--- src/hdl/assert_macros.svh ---
// assertion helpers shared by the rtl files
`ifndef ASSERT_MACROS_SVH
`define ASSERT_MACROS_SVH

// implication or plain property checked on the rising clock edge
`define ASSERT_PROP(label, clk, rst, prop) \
   label: assert property (@(posedge clk) disable iff (rst) (prop)) \
      else $error("property violated");

// condition that must never be seen on a clock edge
`define ASSERT_NEVER(label, clk, rst, cond) \
   label: assert property (@(posedge clk) disable iff (rst) !(cond)) \
      else $error("forbidden condition seen");

`endif

--- src/hdl/ibp_pkg.sv ---
`default_nettype none

package ibp_pkg;

   // store limits
   localparam int MAX_WIDTH    = 64;
   localparam int MAX_HEIGHT   = 64;
   localparam int MAX_CHANNELS = 4;
   localparam int MAX_PAD      = 16;
   localparam int STORE_DEPTH  = MAX_HEIGHT * MAX_WIDTH * MAX_CHANNELS;
   localparam int MAX_DIM      = (MAX_WIDTH > MAX_HEIGHT) ? MAX_WIDTH : MAX_HEIGHT;

   // field and register widths
   localparam int COORD_W = 7;
   localparam int CHAN_W  = 2;
   localparam int BYTE_W  = 8;
   localparam int LEN_W   = 7;
   localparam int CNT_W   = 3;
   localparam int PAD_W   = 5;
   localparam int MODE_W  = 3;
   localparam int FILL_W  = 32;
   localparam int CSR_IDX_W  = 3;
   localparam int CSR_DATA_W = 32;

   // derived widths
   localparam int ROW_IDX_W = $clog2(MAX_HEIGHT);
   localparam int COL_IDX_W = $clog2(MAX_WIDTH);
   localparam int CH_IDX_W  = $clog2(MAX_CHANNELS);
   localparam int ADDR_W    = $clog2(STORE_DEPTH);
   localparam int IDX_W     = $clog2(MAX_DIM);
   localparam int POS_W     = COORD_W + 1;
   localparam int MAG_W     = COORD_W;
   localparam int MOD_W     = LEN_W + 1;
   localparam int SHIFT_W   = MOD_W + MAG_W;
   localparam int STEP_W    = $clog2(MAG_W);

   // border modes
   localparam logic [MODE_W-1:0] MODE_CONSTANT   = 3'd0;
   localparam logic [MODE_W-1:0] MODE_REPLICATE  = 3'd1;
   localparam logic [MODE_W-1:0] MODE_REFLECT    = 3'd2;
   localparam logic [MODE_W-1:0] MODE_WRAP       = 3'd3;
   localparam logic [MODE_W-1:0] MODE_REFLECT101 = 3'd4;

   // register indexes
   localparam logic [CSR_IDX_W-1:0] REG_SRC_WIDTH   = 3'd0;
   localparam logic [CSR_IDX_W-1:0] REG_SRC_HEIGHT  = 3'd1;
   localparam logic [CSR_IDX_W-1:0] REG_CHANNELS    = 3'd2;
   localparam logic [CSR_IDX_W-1:0] REG_PAD_TOP     = 3'd3;
   localparam logic [CSR_IDX_W-1:0] REG_PAD_LEFT    = 3'd4;
   localparam logic [CSR_IDX_W-1:0] REG_BORDER_MODE = 3'd5;
   localparam logic [CSR_IDX_W-1:0] REG_FILL_BYTES  = 3'd6;

   // item kinds
   localparam logic KIND_LOAD = 1'b0;
   localparam logic KIND_READ = 1'b1;

   // request to a coordinate mapper
   typedef struct packed {
      logic signed [POS_W-1:0] pos;
      logic [LEN_W-1:0]        len;
      logic [MODE_W-1:0]       mode;
   } map_req_type;

   // answer from a coordinate mapper
   typedef struct packed {
      logic             outside;
      logic [IDX_W-1:0] index;
   } map_res_type;

endpackage

`default_nettype wire

--- src/hdl/ibp_coord_map.sv ---
`default_nettype none

module ibp_coord_map
   import ibp_pkg::*;
(
   input  wire logic        clock,
   input  wire logic        reset,
   input  wire logic        start,
   input  wire map_req_type req,
   output logic             done,
   output map_res_type      res
);

   `include "assert_macros.svh"

   localparam logic [1:0] ST_IDLE = 2'd0;
   localparam logic [1:0] ST_DIV  = 2'd1;
   localparam logic [1:0] ST_FOLD = 2'd2;

   logic [1:0]        state_ff, state_in;
   logic [STEP_W-1:0] step_ff, step_in;
   logic [MAG_W-1:0]  x_ff, x_in;
   logic [MOD_W-1:0]  m_ff, m_in;
   logic [LEN_W-1:0]  len_ff, len_in;
   logic [MODE_W-1:0] mode_ff, mode_in;
   logic              neg_ff, neg_in;
   logic              done_ff, done_in;
   map_res_type       res_ff, res_in;

   logic              neg;
   logic [MAG_W-1:0]  mag;
   logic              in_range;
   logic [SHIFT_W-1:0] shifted;
   logic [MOD_W-1:0]  rem;
   logic [MOD_W-1:0]  folded;

   // magnitude and range of the incoming position
   always_comb begin
      neg      = req.pos[POS_W-1];
      mag      = neg ? MAG_W'(-req.pos) : req.pos[MAG_W-1:0];
      in_range = !neg && (mag < req.len);
   end

   // remainder step: divisor shifted to the current bit
   assign shifted = SHIFT_W'(m_ff) << step_ff;

   // true remainder and fold back into the source
   always_comb begin
      rem = (neg_ff && (x_ff != '0)) ? (m_ff - MOD_W'(x_ff)) : MOD_W'(x_ff);
      if (mode_ff == MODE_WRAP || rem < MOD_W'(len_ff)) begin
         folded = rem;
      end else if (mode_ff == MODE_REFLECT) begin
         folded = m_ff - MOD_W'(1) - rem;
      end else begin
         folded = m_ff - rem;
      end
   end

   // sequencer
   always_comb begin
      state_in = state_ff;
      step_in  = step_ff;
      x_in     = x_ff;
      m_in     = m_ff;
      len_in   = len_ff;
      mode_in  = mode_ff;
      neg_in   = neg_ff;
      done_in  = 1'b0;
      res_in   = res_ff;
      unique case (state_ff)
         ST_IDLE: begin
            if (start) begin
               len_in  = req.len;
               mode_in = req.mode;
               neg_in  = neg;
               x_in    = mag;
               step_in = STEP_W'(MAG_W - 1);
               res_in.outside = 1'b0;
               if (in_range) begin
                  res_in.index = IDX_W'(mag);
                  done_in      = 1'b1;
               end else begin
                  unique case (req.mode) inside
                     MODE_REPLICATE: begin
                        res_in.index = neg ? '0 : IDX_W'(req.len - LEN_W'(1));
                        done_in      = 1'b1;
                     end
                     MODE_REFLECT, MODE_REFLECT101: begin
                        m_in = (req.mode == MODE_REFLECT) ? {req.len, 1'b0}
                                                          : {req.len, 1'b0} - MOD_W'(2);
                        if (req.len == LEN_W'(1)) begin
                           res_in.index = '0;
                           done_in      = 1'b1;
                        end else begin
                           state_in = ST_DIV;
                        end
                     end
                     MODE_WRAP: begin
                        m_in     = MOD_W'(req.len);
                        state_in = ST_DIV;
                     end
                     default: begin
                        res_in.outside = 1'b1;
                        res_in.index   = '0;
                        done_in        = 1'b1;
                     end
                  endcase
               end
            end
         end
         ST_DIV: begin
            if (SHIFT_W'(x_ff) >= shifted) begin
               x_in = MAG_W'(SHIFT_W'(x_ff) - shifted);
            end
            if (step_ff == '0) begin
               state_in = ST_FOLD;
            end else begin
               step_in = step_ff - STEP_W'(1);
            end
         end
         ST_FOLD: begin
            res_in.outside = 1'b0;
            res_in.index   = IDX_W'(folded);
            done_in        = 1'b1;
            state_in       = ST_IDLE;
         end
         default: begin
            state_in = ST_IDLE;
         end
      endcase
   end

   // control registers
   always_ff @(posedge clock) begin
      if (reset) begin
         state_ff <= ST_IDLE;
         done_ff  <= 1'b0;
      end else begin
         state_ff <= state_in;
         done_ff  <= done_in;
      end
   end

   // working registers
   always_ff @(posedge clock) begin
      step_ff <= step_in;
      x_ff    <= x_in;
      m_ff    <= m_in;
      len_ff  <= len_in;
      mode_ff <= mode_in;
      neg_ff  <= neg_in;
      res_ff  <= res_in;
   end

   assign done = done_ff;
   assign res  = res_ff;

   // a mapped index always lands inside the source
   `ASSERT_PROP(a_index_in_range, clock, reset,
      (done_ff && !res_ff.outside) |-> ({1'b0, res_ff.index} < len_ff))
   // an answer only follows a start or the fold cycle
   `ASSERT_PROP(a_done_source, clock, reset,
      done_ff |-> $past(state_ff == ST_FOLD || (start && state_ff == ST_IDLE)))
   // a new coordinate only arrives while the mapper is idle
   `ASSERT_NEVER(a_start_busy, clock, reset, start && (state_ff != ST_IDLE))

endmodule

`default_nettype wire
--- config.mk ---
export PLATFORM = sky130hd
export DESIGN_NAME = ibp_coord_map
export DESIGN_NICKNAME = d
export VERILOG_FILES = /design/src/hdl/ibp_pkg.sv /design/src/hdl/ibp_coord_map.sv
export VERILOG_INCLUDE_DIRS = /design/src /design/src/hdl
export SDC_FILE = /design/constraint.sdc
export NUM_CORES = 1
export LEC_CHECK = 0
export ABC_AREA = 0
export BUFFER_PORTS_ARGS = -buffer_cell sky130_fd_sc_hd__buf_4
export CORE_MARGIN = 2
export CORE_UTILIZATION = 58
export CTS_CLUSTER_SIZE = 16
export DETAILED_ROUTE_END_ITERATION = 8
export PLACE_DENSITY = 0.78
export REMOVE_ABC_BUFFERS = 1
export SYNTH_ARGS = -nofsm -noshare
export SYNTH_HDL_FRONTEND = slang
export SYNTH_SLANG_ARGS = --single-unit
--- constraint.sdc ---
create_clock -name clock -period 4.25 [get_ports clock]
set_input_delay 0.6375 -clock clock [delete_from_list [all_inputs] [get_ports clock]]
set_output_delay 0.6375 -clock clock [all_outputs]
set_load 0.05 [all_outputs]
==> flow_metrics.env <==
export IMPL_status="completed"
export IMPL_die_h_um=82.2
export IMPL_holdPathEnd="state_ff[0]$_SDFFE_PP0P_"
export IMPL_synth_top_area_cell="edfxtp_1"
export IMPL_hp_start="reset"
export IMPL_multi_input_area_um2=2200
export IMPL_finalCritPeriodShare=0.874
export IMPL_peakVddDrop_v=0.000240
export IMPL_drv_cap=0
export IMPL_criticalPathCategory="flip-flop to flip-flop"
export IMPL_vias=3065
export IMPL_r2r_cells=17
export IMPL_synth_top_area_share=0.305
export IMPL_fin_nets=487
export IMPL_setup_viol=0
export IMPL_post_cts_resized=0
export IMPL_initial_core_util=0.599
export IMPL_synth_flop_cell="edfxtp_1"
export IMPL_clockBufferDepth=2
export IMPL_leakage_nw=1.69
export IMPL_grt_usage=0.280
export IMPL_crit_path_start_kind="flip-flop"
export IMPL_dp_hpwl_mm=7.10
export IMPL_finalWorstSetupSlack_ns=0.537
export IMPL_cp_required_ns=4.26
export IMPL_r2r_setup_slack_ns=0.54
export IMPL_fin_total_pwr_mw=1.26
export IMPL_die_w_um=82.2
export IMPL_p_per_area_nw_per_um2=321
export IMPL_hold_violations=0
export IMPL_cts_made_buffers=5
export IMPL_fillers=486
export IMPL_timing_rr_start="x_ff[1]$_DFFE_PP_"
export IMPL_finalWeightedCongestion=0.942
export IMPL_hp_class="input port to flip-flop"
export IMPL_path_depth=17
export IMPL_drive_gt1_frac=0.117
export IMPL_critPathMaxStageDelay_ns=0.49
export IMPL_postCtsSetupRepairBufs=0
export IMPL_ant_nets=0
export IMPL_skew_ns=0.00890
export IMPL_crit_path_frequent_cell="a21oi_1"
export IMPL_crit_slowest_cell="fa_1"
export IMPL_period_minus_slack_ns=3.71
export IMPL_cts_hold_buf=0
export IMPL_synthTopCellsByArea="edfxtp_1 (30%), ha_1 (13%), mux2i_1 (4.8%)"
export IMPL_cts_root_buf="clkbuf_8"
export IMPL_insertion_delay_ns=0.29
export IMPL_worst_pin_slew_ns=0.895
export IMPL_syn_area_per_cell_um2=8.96
export IMPL_synth_seq_cells=39
export IMPL_place_ws_ns=0.293
export IMPL_area_growth_pct=10.5
export IMPL_r2r_end="res[3]$_DFFE_PP_"
export IMPL_crit_buf_inv=1
export IMPL_num_rows=28
export IMPL_viasPerCell=6.12
export IMPL_grt_pass1_vias=2899
export IMPL_crit_family="compound AO/OA/AOI/OAI gates"
export IMPL_fin_tns_setup_ns=0
export IMPL_wl_per_cell_um=17.7
export IMPL_arrival_ns=3.73
export IMPL_yosysWarnings=0
export IMPL_grt_pass1_wl_mm=14.0
export IMPL_yosysSeqAreaShare=0.322
export IMPL_path_max_fanout=4
export IMPL_antenna_found_initial=0
export IMPL_slew_headroom=0.395
export IMPL_dieArea_um2=6760
export IMPL_synthArstFlopShare=0
export IMPL_register_area_um2=1140
export IMPL_dr_pass1_iters=5
export IMPL_synth_area_um2=3550
export IMPL_synth_edf_count=36
export IMPL_cp_end_kind="flip-flop"
export IMPL_cts_tree="yes"
export IMPL_overflow=0
export IMPL_rsz0062_at_grt="no"
export IMPL_finalMaxSlewViolations=0
export IMPL_clock_sinks=39
export IMPL_clkTransAtPathRegs_ns=0.08
export IMPL_antenna_diode_count=0
export IMPL_hold_depth=2
export IMPL_synthDistinctLibCells=53
export IMPL_io_buffers=28
export IMPL_max_freq_mhz=269
export IMPL_synth_cells=396
export IMPL_htreeDepth=2
export IMPL_core_area_um2=5920
export IMPL_wl_mm=8.88
export IMPL_grt_start_max_net_pins=16
export IMPL_drt_iter0_markers=214
export IMPL_crit_chain="inv_1 > fa_1 > a21o_1 > a21oi_1 > o21bai_1 > a21oi_1 > xnor2_1 > nand2_1 > o21ai_0 > ha_1 > nand3_1 > o22ai_1 > a211oi_2 > o211ai_2 > o21ai_4 > mux2i_1 > a21oi_1"
export IMPL_route_detailed_drc=0
export IMPL_io_pins=29
==> stage by stage <==
stage | cell area (um2) | utilization | hold slack, ns | cells
after floorplan | 3500 | - | 0.498 | 386
after global placement | 3840 | 0.648 | 0.533 | 493
after detailed placement | 3840 | 0.648 | 0.549 | 493
after CTS | 3920 | 0.662 | 0.525 | 501
after global routing | 3920 | 0.662 | 0.528 | 501
final | 3920 | 0.662 | 0.530 | 501
==> flip-flops by register name (all words and copies together), names as in the netlist <==
name      cells
state_ff      2
m_ff          8
mode_ff       3
res           7
step_ff       3
neg_ff        1
len_ff        7
done          1
x_ff          7
==> worst reg2reg max path, stage by stage (launching register included) <==
cell and delay (ns):
edfxtp_1 0.46, inv_1 0.17, fa_1 0.49, a21o_1 0.18, a21oi_1 0.21, o21bai_1 0.09, a21oi_1 0.19, xnor2_1 0.14
nand2_1 0.07, o21ai_0 0.09, ha_1 0.27, nand3_1 0.11, o22ai_1 0.09, a211oi_2 0.21, o211ai_2 0.16, o21ai_4 0.22
mux2i_1 0.22, a21oi_1 0.08
==> routing by layer <==
layer,share of wire,up-vias,global-route usage,routed length [um]
li1,-,1486,-,-
met1,0.43,1433,0.369,3800
met2,0.49,129,0.482,4350
met3,0.060,17,0.0304,534
met4,0.023,0,0.0850,202
met5,0,-,0,0
==> cell usage after synthesis (7+ instances only) <==
| library cell | number |
|---|---|
| xnor2_1 | 18 |
| o211ai_1 | 7 |
| nor2b_1 | 11 |
| clkbuf_1 | 9 |
| ha_1 | 37 |
| nand2_1 | 24 |
| a21oi_1 | 29 |
| nor3_1 | 7 |
| edfxtp_1 | 36 |
| nand3_1 | 8 |
| o21ai_0 | 26 |
| nand2b_1 | 12 |
| mux2i_1 | 17 |
| inv_1 | 42 |
| nor2_1 | 35 |
==> cell families (layout without fill, tap and decap cells) <==
kind of cell,count (synthesis),in the layout,synth area share
simple gates,119,119,0.170
buf+inv,52,82,0.0571
xor+xnor,24,24,0.0592
fa+ha+maj,41,41,0.153
flops,39,39,0.322
mux,19,19,0.0543
compound gates,102,102,0.185
==> worst max-delay path by stage <==
stage,from,to
after global placement,req[11],res[5]$_DFFE_PP_
after CTS,m_ff[0]$_SDFFCE_PN0P_,res[3]$_DFFE_PP_
after global routing,x_ff[1]$_DFFE_PP_,res[3]$_DFFE_PP_
after floorplan,req[11],res[0]$_DFFE_PP_
after detailed placement,req[11],res[1]$_DFFE_PP_
final,x_ff[1]$_DFFE_PP_,res[3]$_DFFE_PP_
==> cells in the final DEF (no fill, tap or decap), types with 2 or more instances in the layout <==
cell type,n
o22ai_1,4
nand2_1,24
mux2i_1,17
nor3b_1,2
a311oi_1,6
nor4b_1,2
fa_1,4
and3_1,2
nand3_1,8
clkbuf_8,5
nor2_1,35
o2111ai_1,2
mux2_2,2
or2_2,3
and4_1,2
o31ai_1,2
o21a_1,3
inv_1,42
ha_1,37
clkbuf_1,2
a21o_1,6
o211ai_1,7
xor2_1,6
a2111oi_0,2
edfxtp_1,36
and2_1,2
xnor2_1,18
dfxtp_1,3
buf_4,32
or3_1,2
nor2b_1,11
a21oi_1,29
nor3_1,7
nand2b_1,12
o21ai_0,26
a31oi_1,4
==> area by class of cell <==
type,count,area share
tap,75,0.0239
sequential,39,0.291
multi-input combinational,305,0.562
clock buffer,7,0.0195
inverter,42,0.0402
timing repair buffer,32,0.0613
clock inverter,1,0.00191
==> power by group <==
group | total (mW) | internal (mW) | switching (mW)
clock | 0.243 | 0.116 | 0.127
sequential | 0.489 | 0.460 | 0.0289
combinational | 0.527 | 0.217 | 0.310
total | 1.26 | 0.794 | 0.465
(Power assumes the default switching activity.)
